--- src/fctc_pkg.sv ---
// Package with shared types, widths and constants of the four-corner touch calibration.
package fctc_pkg;

  localparam int unsigned RAW_W = 12;  // raw touch reading
  localparam int unsigned BND_W = 13;  // calibrated bound, reaches 4096
  localparam int unsigned MRG_W = 9;   // margin register
  localparam int unsigned SCR_W = 11;  // screen size register
  localparam int unsigned CFG_W = 11;  // widest configuration register
  localparam int unsigned IDX_W = 2;   // configuration register index
  localparam int unsigned NUM_W = 24;  // dividend magnitude
  localparam int unsigned DVS_W = 11;  // divisor, target span up to 2046
  localparam int unsigned ACC_W = 26;  // signed projected bound

  localparam logic [RAW_W-1:0] RawMax  = 12'd4095;
  localparam logic [BND_W-1:0] MinSpan = 13'd400;

  // Configuration register indexes.
  localparam logic [IDX_W-1:0] CfgMarginX = 2'd0;
  localparam logic [IDX_W-1:0] CfgMarginY = 2'd1;
  localparam logic [IDX_W-1:0] CfgWidth   = 2'd2;
  localparam logic [IDX_W-1:0] CfgHeight  = 2'd3;

  typedef enum logic [3:0] {
    ST_IDLE,
    ST_MEAN,
    ST_ORIENT,
    ST_SPAN,
    ST_MUL,
    ST_DIV,
    ST_LOW,
    ST_HIGH,
    ST_EMIT
  } fctc_state_e;

endpackage

--- src/fctc_if.sv ---
// Handshake channel interfaces for raw points and calibration results.
interface fctc_point_if;
  logic                        valid;
  logic                        ready;
  logic [fctc_pkg::RAW_W-1:0]  raw_x;
  logic [fctc_pkg::RAW_W-1:0]  raw_y;

  modport source (output valid, output raw_x, output raw_y, input ready);
  modport sink   (input valid, input raw_x, input raw_y, output ready);
endinterface

interface fctc_cal_if;
  logic                        valid;
  logic                        ready;
  logic [fctc_pkg::BND_W-1:0]  x_low_bound;
  logic [fctc_pkg::BND_W-1:0]  x_high_bound;
  logic [fctc_pkg::BND_W-1:0]  y_low_bound;
  logic [fctc_pkg::BND_W-1:0]  y_high_bound;
  logic                        swap_axes;
  logic                        flip_x;
  logic                        flip_y;
  logic                        ranges_ok;

  modport source (output valid, output x_low_bound, output x_high_bound,
                  output y_low_bound, output y_high_bound, output swap_axes,
                  output flip_x, output flip_y, output ranges_ok, input ready);
  modport sink   (input valid, input x_low_bound, input x_high_bound,
                  input y_low_bound, input y_high_bound, input swap_axes,
                  input flip_x, input flip_y, input ranges_ok, output ready);
endinterface

--- src/four_corner_touch_calibration.sv ---
// Four-corner touch calibration: point capture, sequencer and bound arithmetic.
// Sequence: points one to three are only stored; the fourth starts a computation that
// passes the mean and orientation states, then per axis a span state and two rounded
// divisions on the shared one-bit-per-cycle divider, then the pack state. No new points
// are taken until the result is packed, and packing waits while an earlier result stalls.
// Reset (rst_ni low, asynchronous) clears the point count and restores the default registers.
module four_corner_touch_calibration (
  input  logic                          clk_i,
  input  logic                          rst_ni,
  input  logic                          cfg_we_i,
  input  logic [fctc_pkg::IDX_W-1:0]    cfg_idx_i,
  input  logic [fctc_pkg::CFG_W-1:0]    cfg_data_i,
  fctc_point_if.sink                    pt_i,
  fctc_cal_if.source                    cal_o
);

  localparam int unsigned RW = fctc_pkg::RAW_W;
  localparam int unsigned BW = fctc_pkg::BND_W;
  localparam int unsigned AW = fctc_pkg::ACC_W;

  // Clamp a signed projected bound into the raw reading range.
  function automatic logic [RW-1:0] clamp_raw(input logic signed [AW-1:0] v);
    logic [RW-1:0] r;
    if (v < 0) begin
      r = '0;
    end else if (v > $signed({{(AW-RW){1'b0}}, fctc_pkg::RawMax})) begin
      r = fctc_pkg::RawMax;
    end else begin
      r = v[RW-1:0];
    end
    return r;
  endfunction

  fctc_pkg::fctc_state_e state_q, state_d;

  // Configuration registers.
  logic [fctc_pkg::MRG_W-1:0] margin_x_q, margin_y_q;
  logic [fctc_pkg::SCR_W-1:0] width_q, height_q;

  // Point capture.
  logic [RW-1:0] px_q [4];
  logic [RW-1:0] py_q [4];
  logic [1:0]    pcount_q;
  logic          in_acc;

  // Edge means: left, right, top, bottom for each raw coordinate.
  logic [RW-1:0] lx_q, rx_q, tx_q, bx_q, ly_q, ry_q, ty_q, by_q;

  // Orientation and per-axis raw extent.
  logic          swap_q, fx_q, fy_q;
  logic [RW-1:0] xlo_q, xhi_q, ylo_q, yhi_q;

  // Sequencer position: which axis, and which of the two divisions.
  logic          axis_q, term_q;

  // Span values of the current axis.
  logic [RW-1:0]              rspan_q;
  logic [fctc_pkg::DVS_W-1:0] tspan_q;
  logic                       szero_q;
  logic signed [AW-1:0]       pmin_q;

  // Bounds and output register.
  logic [BW-1:0] xlb_q, xhb_q, ylb_q, yhb_q;
  logic          out_valid_q;
  logic [BW-1:0] o_xl_q, o_xh_q, o_yl_q, o_yh_q;
  logic          o_swap_q, o_fx_q, o_fy_q, o_ok_q;

  // Divider connection.
  logic                       div_start, div_done;
  logic [fctc_pkg::NUM_W-1:0] div_num, div_quo;

  // Sequencer controls.
  logic out_load, out_free;

  assign in_acc   = pt_i.valid && pt_i.ready;
  assign out_free = !out_valid_q || cal_o.ready;

  //--------------------------------------------------------------------------
  // Configuration writes; each value is cut to its register width.
  //--------------------------------------------------------------------------
  always_ff @(posedge clk_i or negedge rst_ni) begin
    if (!rst_ni) begin
      margin_x_q <= 9'd30;
      margin_y_q <= 9'd30;
      width_q    <= 11'd480;
      height_q   <= 11'd320;
    end else if (cfg_we_i) begin
      unique case (cfg_idx_i)
        fctc_pkg::CfgMarginX: margin_x_q <= cfg_data_i[fctc_pkg::MRG_W-1:0];
        fctc_pkg::CfgMarginY: margin_y_q <= cfg_data_i[fctc_pkg::MRG_W-1:0];
        fctc_pkg::CfgWidth:   width_q    <= cfg_data_i[fctc_pkg::SCR_W-1:0];
        fctc_pkg::CfgHeight:  height_q   <= cfg_data_i[fctc_pkg::SCR_W-1:0];
        default: ;
      endcase
    end
  end

  //--------------------------------------------------------------------------
  // Next state.
  //--------------------------------------------------------------------------
  always_comb begin
    state_d = state_q;
    unique case (state_q)
      fctc_pkg::ST_IDLE: begin
        if (in_acc && pcount_q == 2'd3) begin
          state_d = fctc_pkg::ST_MEAN;
        end
      end
      fctc_pkg::ST_MEAN:   state_d = fctc_pkg::ST_ORIENT;
      fctc_pkg::ST_ORIENT: state_d = fctc_pkg::ST_SPAN;
      fctc_pkg::ST_SPAN:   state_d = fctc_pkg::ST_MUL;
      fctc_pkg::ST_MUL:    state_d = fctc_pkg::ST_DIV;
      fctc_pkg::ST_DIV: begin
        if (div_done) begin
          state_d = term_q ? fctc_pkg::ST_HIGH : fctc_pkg::ST_LOW;
        end
      end
      fctc_pkg::ST_LOW:    state_d = fctc_pkg::ST_MUL;
      fctc_pkg::ST_HIGH:   state_d = axis_q ? fctc_pkg::ST_EMIT : fctc_pkg::ST_SPAN;
      fctc_pkg::ST_EMIT: begin
        if (out_free) begin
          state_d = fctc_pkg::ST_IDLE;
        end
      end
      default: state_d = fctc_pkg::ST_IDLE;
    endcase
  end

  //--------------------------------------------------------------------------
  // Sequencer outputs.
  //--------------------------------------------------------------------------
  always_comb begin
    pt_i.ready = 1'b0;
    div_start  = 1'b0;
    out_load   = 1'b0;
    unique case (state_q)
      fctc_pkg::ST_IDLE: pt_i.ready = 1'b1;
      fctc_pkg::ST_MUL:  div_start  = 1'b1;
      fctc_pkg::ST_EMIT: out_load   = out_free;
      default: ;
    endcase
  end

  always_ff @(posedge clk_i or negedge rst_ni) begin
    if (!rst_ni) begin
      state_q     <= fctc_pkg::ST_IDLE;
      pcount_q    <= '0;
      axis_q      <= 1'b0;
      term_q      <= 1'b0;
      out_valid_q <= 1'b0;
    end else begin
      state_q <= state_d;
      if (in_acc) begin
        pcount_q <= pcount_q + 2'd1;
      end
      if (state_q == fctc_pkg::ST_ORIENT) begin
        axis_q <= 1'b0;
      end else if (state_q == fctc_pkg::ST_HIGH) begin
        axis_q <= 1'b1;
      end
      if (state_q == fctc_pkg::ST_SPAN) begin
        term_q <= 1'b0;
      end else if (state_q == fctc_pkg::ST_LOW) begin
        term_q <= 1'b1;
      end
      if (out_load) begin
        out_valid_q <= 1'b1;
      end else if (cal_o.ready) begin
        out_valid_q <= 1'b0;
      end
    end
  end

  //--------------------------------------------------------------------------
  // Point store and edge means. A mean is the halved sum of two corners.
  //--------------------------------------------------------------------------
  always_ff @(posedge clk_i) begin
    if (in_acc) begin
      px_q[pcount_q] <= pt_i.raw_x;
      py_q[pcount_q] <= pt_i.raw_y;
    end
  end

  logic [RW:0] s_lx, s_rx, s_tx, s_bx, s_ly, s_ry, s_ty, s_by;
  always_comb begin
    s_lx = {1'b0, px_q[0]} + {1'b0, px_q[2]};
    s_rx = {1'b0, px_q[1]} + {1'b0, px_q[3]};
    s_tx = {1'b0, px_q[0]} + {1'b0, px_q[1]};
    s_bx = {1'b0, px_q[2]} + {1'b0, px_q[3]};
    s_ly = {1'b0, py_q[0]} + {1'b0, py_q[2]};
    s_ry = {1'b0, py_q[1]} + {1'b0, py_q[3]};
    s_ty = {1'b0, py_q[0]} + {1'b0, py_q[1]};
    s_by = {1'b0, py_q[2]} + {1'b0, py_q[3]};
  end

  always_ff @(posedge clk_i) begin
    if (state_q == fctc_pkg::ST_MEAN) begin
      lx_q <= s_lx[RW:1];
      rx_q <= s_rx[RW:1];
      tx_q <= s_tx[RW:1];
      bx_q <= s_bx[RW:1];
      ly_q <= s_ly[RW:1];
      ry_q <= s_ry[RW:1];
      ty_q <= s_ty[RW:1];
      by_q <= s_by[RW:1];
    end
  end

  //--------------------------------------------------------------------------
  // Orientation: the axes are exchanged when the cross spans outweigh the
  // direct spans. Each screen axis then notes its direction and extent.
  //--------------------------------------------------------------------------
  logic [RW-1:0] d_ryly, d_bxtx, d_rxlx, d_byty;
  logic [RW:0]   cross_sum, direct_sum;
  logic          swap_d;
  logic [RW-1:0] axl, axr, ayt, ayb;

  always_comb begin
    d_ryly     = (ry_q > ly_q) ? ry_q - ly_q : ly_q - ry_q;
    d_bxtx     = (bx_q > tx_q) ? bx_q - tx_q : tx_q - bx_q;
    d_rxlx     = (rx_q > lx_q) ? rx_q - lx_q : lx_q - rx_q;
    d_byty     = (by_q > ty_q) ? by_q - ty_q : ty_q - by_q;
    cross_sum  = {1'b0, d_ryly} + {1'b0, d_bxtx};
    direct_sum = {1'b0, d_rxlx} + {1'b0, d_byty};
    swap_d     = cross_sum > direct_sum;
    axl        = swap_d ? ly_q : lx_q;
    axr        = swap_d ? ry_q : rx_q;
    ayt        = swap_d ? tx_q : ty_q;
    ayb        = swap_d ? bx_q : by_q;
  end

  always_ff @(posedge clk_i) begin
    if (state_q == fctc_pkg::ST_ORIENT) begin
      swap_q <= swap_d;
      fx_q   <= axr < axl;
      fy_q   <= ayb < ayt;
      xlo_q  <= (axl < axr) ? axl : axr;
      xhi_q  <= (axl < axr) ? axr : axl;
      ylo_q  <= (ayt < ayb) ? ayt : ayb;
      yhi_q  <= (ayt < ayb) ? ayb : ayt;
    end
  end

  //--------------------------------------------------------------------------
  // Per-axis spans. The targets sit at margin and size-1-margin; a raw or
  // target span that is not positive counts as one.
  //--------------------------------------------------------------------------
  logic [RW-1:0]              lo_sel, hi_sel;
  logic [fctc_pkg::MRG_W-1:0] m_sel;
  logic [fctc_pkg::SCR_W-1:0] s_sel;
  logic signed [RW:0]         tfar, mrg_s, tdiff;

  always_comb begin
    lo_sel = axis_q ? ylo_q : xlo_q;
    hi_sel = axis_q ? yhi_q : xhi_q;
    m_sel  = axis_q ? margin_y_q : margin_x_q;
    s_sel  = axis_q ? height_q : width_q;
    mrg_s  = $signed({{(RW+1-fctc_pkg::MRG_W){1'b0}}, m_sel});
    tfar   = $signed({{(RW+1-fctc_pkg::SCR_W){1'b0}}, s_sel}) - 13'sd1 - mrg_s;
    tdiff  = tfar - mrg_s;
  end

  always_ff @(posedge clk_i) begin
    if (state_q == fctc_pkg::ST_SPAN) begin
      rspan_q <= (hi_sel > lo_sel) ? hi_sel - lo_sel : RW'(1);
      tspan_q <= (tfar > mrg_s) ? tdiff[fctc_pkg::DVS_W-1:0] : fctc_pkg::DVS_W'(1);
      szero_q <= s_sel == '0;
    end
  end

  //--------------------------------------------------------------------------
  // Dividends for the shared divider, rounded by adding half the divisor.
  // The first term projects the margin, the second the full screen extent.
  // A zero screen size gives an extent of minus one over a unit target span,
  // so the quotient is the negated raw span.
  //--------------------------------------------------------------------------
  logic [fctc_pkg::SCR_W-1:0]       mul_a;
  logic [fctc_pkg::SCR_W+RW-1:0]    prod;

  always_comb begin
    mul_a = term_q ? s_sel - 1'b1
                   : {{(fctc_pkg::SCR_W-fctc_pkg::MRG_W){1'b0}}, m_sel};
    prod  = mul_a * rspan_q;
    if (term_q && szero_q) begin
      div_num = {{(fctc_pkg::NUM_W-RW){1'b0}}, rspan_q};
    end else begin
      div_num = {{(fctc_pkg::NUM_W-fctc_pkg::SCR_W-RW){1'b0}}, prod}
              + {{(fctc_pkg::NUM_W-fctc_pkg::DVS_W+1){1'b0}},
                 tspan_q[fctc_pkg::DVS_W-1:1]};
    end
  end

  fctc_div u_div (
    .clk_i  (clk_i),
    .rst_ni (rst_ni),
    .start_i(div_start),
    .num_i  (div_num),
    .dvs_i  (tspan_q),
    .done_o (div_done),
    .quo_o  (div_quo)
  );

  //--------------------------------------------------------------------------
  // Bounds: low = lo - margin term, high = low + extent term, both clamped,
  // and high is kept above low.
  //--------------------------------------------------------------------------
  logic signed [AW-1:0] quo_s, pmax;
  logic [RW-1:0]        cmin, cmax;
  logic [BW-1:0]        bmax;

  always_comb begin
    quo_s = $signed({{(AW-fctc_pkg::NUM_W){1'b0}}, div_quo});
    pmax  = szero_q ? pmin_q - quo_s : pmin_q + quo_s;
    cmin  = clamp_raw(pmin_q);
    cmax  = clamp_raw(pmax);
    bmax  = (cmax <= cmin) ? {1'b0, cmin} + BW'(1) : {1'b0, cmax};
  end

  always_ff @(posedge clk_i) begin
    if (state_q == fctc_pkg::ST_LOW) begin
      pmin_q <= $signed({{(AW-RW){1'b0}}, lo_sel}) - quo_s;
    end
    if (state_q == fctc_pkg::ST_HIGH) begin
      if (axis_q) begin
        ylb_q <= {1'b0, cmin};
        yhb_q <= bmax;
      end else begin
        xlb_q <= {1'b0, cmin};
        xhb_q <= bmax;
      end
    end
  end

  //--------------------------------------------------------------------------
  // Output register. High always exceeds low here, so the range check only
  // needs the width of each span.
  //--------------------------------------------------------------------------
  logic [BW-1:0] xspan, yspan;
  assign xspan = xhb_q - xlb_q;
  assign yspan = yhb_q - ylb_q;

  always_ff @(posedge clk_i) begin
    if (out_load) begin
      o_xl_q   <= xlb_q;
      o_xh_q   <= xhb_q;
      o_yl_q   <= ylb_q;
      o_yh_q   <= yhb_q;
      o_swap_q <= swap_q;
      o_fx_q   <= fx_q;
      o_fy_q   <= fy_q;
      o_ok_q   <= (xspan >= fctc_pkg::MinSpan) && (yspan >= fctc_pkg::MinSpan);
    end
  end

  assign cal_o.valid        = out_valid_q;
  assign cal_o.x_low_bound  = o_xl_q;
  assign cal_o.x_high_bound = o_xh_q;
  assign cal_o.y_low_bound  = o_yl_q;
  assign cal_o.y_high_bound = o_yh_q;
  assign cal_o.swap_axes    = o_swap_q;
  assign cal_o.flip_x       = o_fx_q;
  assign cal_o.flip_y       = o_fy_q;
  assign cal_o.ranges_ok    = o_ok_q;

`ifndef SYNTHESIS
  a_div_done_in_div: assert property (@(posedge clk_i) disable iff (!rst_ni)
    div_done |-> state_q == fctc_pkg::ST_DIV)
    else $error("divider finished outside the divide state");

  a_set_complete: assert property (@(posedge clk_i) disable iff (!rst_ni)
    state_q == fctc_pkg::ST_MEAN |-> pcount_q == 2'd0)
    else $error("computation started without four stored points");

  a_valid_from_emit: assert property (@(posedge clk_i) disable iff (!rst_ni)
    $rose(out_valid_q) |-> $past(state_q) == fctc_pkg::ST_EMIT)
    else $error("result offered without a finished computation");

  a_bounds_ordered: assert property (@(posedge clk_i) disable iff (!rst_ni)
    $rose(out_valid_q) |-> (o_xh_q > o_xl_q) && (o_yh_q > o_yl_q))
    else $error("high bound not above low bound");
`endif

endmodule

--- src/fctc_div.sv ---
// Restoring unsigned divider, one quotient bit per cycle.
module fctc_div (
  input  logic                        clk_i,
  input  logic                        rst_ni,
  input  logic                        start_i,
  input  logic [fctc_pkg::NUM_W-1:0]  num_i,
  input  logic [fctc_pkg::DVS_W-1:0]  dvs_i,
  output logic                        done_o,
  output logic [fctc_pkg::NUM_W-1:0]  quo_o
);

  localparam int unsigned CntW = $clog2(fctc_pkg::NUM_W);
  localparam logic [CntW-1:0] LastStep = CntW'(fctc_pkg::NUM_W - 1);

  logic [fctc_pkg::NUM_W-1:0] quo_q, quo_d;
  logic [fctc_pkg::DVS_W:0]   rem_q, rem_d;
  logic [fctc_pkg::DVS_W-1:0] dvs_q;
  logic [CntW-1:0]            cnt_q, cnt_d;
  logic                       busy_q, busy_d;
  logic                       done_q, done_d;
  logic [fctc_pkg::DVS_W:0]   shifted;
  logic                       fits;

  always_comb begin
    shifted = {rem_q[fctc_pkg::DVS_W-1:0], quo_q[fctc_pkg::NUM_W-1]};
    fits    = shifted >= {1'b0, dvs_q};
    quo_d   = quo_q;
    rem_d   = rem_q;
    cnt_d   = cnt_q;
    busy_d  = busy_q;
    done_d  = 1'b0;
    if (start_i) begin
      quo_d  = num_i;
      rem_d  = '0;
      cnt_d  = '0;
      busy_d = 1'b1;
    end else if (busy_q) begin
      quo_d = {quo_q[fctc_pkg::NUM_W-2:0], fits};
      rem_d = fits ? shifted - {1'b0, dvs_q} : shifted;
      if (cnt_q == LastStep) begin
        busy_d = 1'b0;
        done_d = 1'b1;
      end else begin
        cnt_d = cnt_q + 1'b1;
      end
    end
  end

  always_ff @(posedge clk_i or negedge rst_ni) begin
    if (!rst_ni) begin
      busy_q <= 1'b0;
      done_q <= 1'b0;
      cnt_q  <= '0;
    end else begin
      busy_q <= busy_d;
      done_q <= done_d;
      cnt_q  <= cnt_d;
    end
  end

  always_ff @(posedge clk_i) begin
    quo_q <= quo_d;
    rem_q <= rem_d;
    if (start_i) begin
      dvs_q <= dvs_i;
    end
  end

  assign done_o = done_q;
  assign quo_o  = quo_q;

endmodule

--- src/flat_wrapper.sv ---
// flat-port wrapper written by rule: the top's interface ports become plain ports
module four_corner_touch_calibration_flat 
  (clk_i, rst_ni, cfg_we_i, cfg_idx_i, cfg_data_i, pt_i_valid, pt_i_raw_x, pt_i_raw_y, pt_i_ready, cal_o_valid, cal_o_x_low_bound, cal_o_x_high_bound, cal_o_y_low_bound, cal_o_y_high_bound, cal_o_swap_axes, cal_o_flip_x, cal_o_flip_y, cal_o_ranges_ok, cal_o_ready);
  fctc_point_if pt_i_i ();
  fctc_cal_if cal_o_i ();
  input  logic clk_i;
  input  logic rst_ni;
  input  logic cfg_we_i;
  input  logic [fctc_pkg::IDX_W-1:0] cfg_idx_i;
  input  logic [fctc_pkg::CFG_W-1:0] cfg_data_i;
  input wire logic [$bits(pt_i_i.valid)-1:0] pt_i_valid;
  input wire logic [$bits(pt_i_i.raw_x)-1:0] pt_i_raw_x;
  input wire logic [$bits(pt_i_i.raw_y)-1:0] pt_i_raw_y;
  output wire logic [$bits(pt_i_i.ready)-1:0] pt_i_ready;
  output wire logic [$bits(cal_o_i.valid)-1:0] cal_o_valid;
  output wire logic [$bits(cal_o_i.x_low_bound)-1:0] cal_o_x_low_bound;
  output wire logic [$bits(cal_o_i.x_high_bound)-1:0] cal_o_x_high_bound;
  output wire logic [$bits(cal_o_i.y_low_bound)-1:0] cal_o_y_low_bound;
  output wire logic [$bits(cal_o_i.y_high_bound)-1:0] cal_o_y_high_bound;
  output wire logic [$bits(cal_o_i.swap_axes)-1:0] cal_o_swap_axes;
  output wire logic [$bits(cal_o_i.flip_x)-1:0] cal_o_flip_x;
  output wire logic [$bits(cal_o_i.flip_y)-1:0] cal_o_flip_y;
  output wire logic [$bits(cal_o_i.ranges_ok)-1:0] cal_o_ranges_ok;
  input wire logic [$bits(cal_o_i.ready)-1:0] cal_o_ready;
  assign pt_i_i.valid = pt_i_valid;
  assign pt_i_i.raw_x = pt_i_raw_x;
  assign pt_i_i.raw_y = pt_i_raw_y;
  assign pt_i_ready = pt_i_i.ready;
  assign cal_o_valid = cal_o_i.valid;
  assign cal_o_x_low_bound = cal_o_i.x_low_bound;
  assign cal_o_x_high_bound = cal_o_i.x_high_bound;
  assign cal_o_y_low_bound = cal_o_i.y_low_bound;
  assign cal_o_y_high_bound = cal_o_i.y_high_bound;
  assign cal_o_swap_axes = cal_o_i.swap_axes;
  assign cal_o_flip_x = cal_o_i.flip_x;
  assign cal_o_flip_y = cal_o_i.flip_y;
  assign cal_o_ranges_ok = cal_o_i.ranges_ok;
  assign cal_o_i.ready = cal_o_ready;
  four_corner_touch_calibration u_core (.clk_i(clk_i), .rst_ni(rst_ni), .cfg_we_i(cfg_we_i), .cfg_idx_i(cfg_idx_i), .cfg_data_i(cfg_data_i), .pt_i(pt_i_i), .cal_o(cal_o_i));
endmodule
--- config.mk ---
export PLATFORM = sky130hd
export DESIGN_NAME = four_corner_touch_calibration_flat
export DESIGN_NICKNAME = d
export VERILOG_FILES = /design/src/fctc_pkg.sv /design/src/fctc_if.sv /design/src/four_corner_touch_calibration.sv /design/src/fctc_div.sv /design/src/flat_wrapper.sv
export SDC_FILE = /design/constraint.sdc
export NUM_CORES = 2
export LEC_CHECK = 0
export ABC_AREA = 1
export BUFFER_PORTS_ARGS = -buffer_cell sky130_fd_sc_hd__buf_2
export CORE_ASPECT_RATIO = 0.7
export CORE_MARGIN = 2
export CORE_UTILIZATION = 55
export DETAILED_ROUTE_END_ITERATION = 8
export PLACE_DENSITY = 0.77
export SKIP_LAST_GASP = 1
export SLEW_MARGIN = 0
export SYNTH_ARGS = -nofsm -noshare
export SYNTH_HDL_FRONTEND = slang
export SYNTH_SLANG_ARGS = --single-unit
export TNS_END_PERCENT = 10
--- constraint.sdc ---
create_clock -name clk_i -period 9.4 [get_ports clk_i]
set_clock_uncertainty 0.2 [all_clocks]
set_input_delay 0.94 -clock clk_i [delete_from_list [all_inputs] [get_ports clk_i]]
set_output_delay 0.94 -clock clk_i [all_outputs]
set_load 0.1 [all_outputs]
==> flow_summary_export.csv <==
group,metric,value,unit
placed_design,placed_cell_area,41500,um2
setup_path,critPathLaunchType,"flip-flop",
global_route,use_met1,45.8,%
sta,period_needed,8.83,ns
global_route,grt_pass1_wl,172000,um
yosys,ys_warn_count,0,
layout,finalInstanceArea,43300,um2
sta,finalMaxSlewViolations,0,
sta,rsz0062_at_grt,"no",
global_route,gr-max-usage-layer,"met1",
yosys,yosys-top-cells-area,"edfxtp_1 32%, ha_1 13%, nand2_1 9.5%",
hold_path,hold_class,"reg2reg",
yosys,netlist_area,39800,um2
setup_path,cp_data_required_time,9.56,ns
clock_tree,clk_path_buf_depth,3,
yosys,synth.avg_cell_area,8.46,um2
setup_path,criticalPathCategory,"reg2reg",
clock_tree,clkSlewWorstSetupHoldPaths,0.07,ns
sta,finalHoldViolations,0,
yosys,yosys.area.top_type,"edfxtp_1",
setup_path,crit_slowest_cell,"xnor2_1",
placed_design,dp_hpwl,89700,um
global_route,grt_max_degree,57,
layout,drive_gt1_share,6.39,%
setup_path,critPathArrivalTime,8.99,ns
yosys,ys_top_cells_by_count,"1010 x nand2_1, 843 x inv_1, 431 x edfxtp_1",
placed_design,preCtsSetupSlack,0.505,ns
placed_design,place_congestion,1.02,
placed_design,dp.cells,5734,
floorplanning,rows,82,
layout,final_cells,5833,
yosys,synth_most_common_cell,"nand2_1",
clock_tree,htree_num_levels,2,
global_route,grt_pass1_vias,30500,
yosys,synth_cells,4709,
clock_tree,insertion_delay,0.67,ns
clock_tree,clock_sinks,498,
sta,tightest_slew,1.02,ns
layout,area_delta_synth_final,8.83,%
sta,fin_setup_tns,0,ns
floorplanning,fp.coreArea,71600,um2
sta,relSlewSlack,31.9,%
floorplanning,die_w,326,um
layout,num_antenna_cells,0,
outcome,outcome,"completed",
detailed_routing,via_count,32600,
detailed_routing,wl_per_cell,19.0,um
placed_design,numPortBuffers,97,
yosys,async_reset_ff_share,11.2,%
yosys,synth-main-ff-cell,"edfxtp_1",
yosys,synth_seq_cells,498,
clock_tree,hold_buffers,0,
detailed_routing,first_pass_iters,6,
detailed_routing,drt_iter0_drc,3877,
detailed_routing,totalWireLength,111000,um
detailed_routing,viasPerCell,5.59,
floorplanning,die-height,229,um
floorplanning,dieArea,74600,um2
setup_path,endpoint_kind,"flip-flop",
sta,setup-violations-final,0,
yosys,synthDistinctLibCells,69,
yosys,synth_edf_count,431,
global_route,grtUsageMet3,9.90,%
setup_path,path_common_cell,"nand2_1",
sta,max_freq,0.113,GHz
global_route,use_met2,39.4,%
floorplanning,ios,100,
global_route,grt-ovfl-total,0,
sta,period_share,93.9,%
global_route,grt_use_total,29.5,%
setup_path,worstPathMaxFanout,28,
clock_tree,numCtsBuffers,51,
clock_tree,cts_tree,"done",
detailed_routing,antenna_left,0,
setup_path,cpPeakStageDelay,0.54,ns
yosys,synth_top_area_share,32.5,%
floorplanning,initial_core_util,55.6,%
layout,final_nets,5418,
sta,setup_slack,0.571,ns
clock_tree,root_buffer,"clkbuf_16",
job,drv_cap,0,
yosys,seq_area_frac_synth,36.6,%
global_route,antenna_found_initial,5,
detailed_routing,drc,0,
worst max-delay path, delay by kind of cell (launching register included):
kind                       cells  cell delay, ns
xor gates and xnor gates       1            0.54
adders and majority gates      5            1.62
AOI/OAI and AO/OA             13            2.26
DFF                            1            0.40
buffers and inverters          6            1.22
and+or+nand+nor               15            2.26
state kept, by name (all words and copies together), names as in the netlist, 13 cells and up:
name / cells
u_core.px_q: 48
u_core.py_q: 48
u_core.pmin_q: 25
u_core.u_div.quo_o: 24
u_core.cal_o.x_high_bound: 13
u_core.cal_o.y_high_bound: 13
u_core.xhb_q: 13
u_core.yhb_q: 13
final cells by class:
type / count / area (um2)
Fill cell: 6234 / 28300
Multi-Input combinational cell: 3292 / 21800
Sequential cell: 498 / 14600
Inverter: 852 / 3210
Clock buffer: 64 / 1360
Tap cell: 966 / 1210
Timing Repair Buffer: 128 / 731
Clock inverter: 32 / 464
Timing Repair inverter: 1 / 7.51
through the flow:
step	utilization, %	hold slack (ns)
2_1_floorplan	-	0.200
3_3_place_gp	57.9	0.210
3_5_place_dp	57.9	0.232
4_1_cts	60.5	0.248
5_1_grt	60.5	0.251
6_report	60.5	0.248
cell usage in the layout, fill, tap and decap left out, types with 24 or more instances in the layout:
master,n
ha_1,428
xor2_1,192
inv_1,842
xnor2_1,72
o21bai_1,27
fa_1,124
nand2_1,1008
a21oi_1,363
buf_2,97
clkbuf_16,51
or2_2,24
buf_4,30
edfxtp_1,431
nand4_1,31
dfrtp_1,41
o21ai_0,314
nand3_1,157
nor3_1,39
nor2_1,267
cells by family after synthesis:
| logic type | share of synthesized area [%] |
|---|---|
| AOI/OAI and AO/OA | 12.1 |
| xor gates and xnor gates | 5.91 |
| adders and majority gates | 19.7 |
| buffers and inverters | 8.86 |
| DFF | 36.6 |
| muxes | 0.283 |
| other | 0.00942 |
| and+or+nand+nor | 16.5 |
repair_timing:
| item | 4_1_cts | 5_1_grt |
|---|---|---|
| setup buffers | 0 | 2 |
| resized for setup | 0 | 7 |
| setup endpoints to repair | 0 | 48 |
routing by layer:
metal | up-vias | part of all wire (%)
met4 | 6 | 2.0
met2 | 1559 | 38
li1 | 15700 | -
met5 | - | 0.041
met3 | 155 | 13
met1 | 15100 | 47
path summary, 6_finish.rpt:
| path | from | end | slack [ns] | depth (start not counted) |
|---|---|---|---|---|
| max | u_core.by_q[0] | u_core.xhi_q[2] | 0.57 | 40 |
| min | u_core.xlb_q[6] | u_core.cal_o.x_low_bound[6] | 0.25 | 0 |
| max reg2reg | u_core.by_q[0] | u_core.xhi_q[2] | 0.57 | 40 |
| min reg2reg | u_core.xlb_q[6] | u_core.cal_o.x_low_bound[6] | 0.25 | 0 |
| max in group asynchronous | rst_ni | u_core.axis_q | 8.23 | 2 |
| min in group asynchronous | rst_ni | u_core.margin_y_q[0] | 0.26 | 2 |
Power is left out: the tool's default activity adds up to more than one toggle a clock period on the data nets, which glitch-free logic cannot reach.
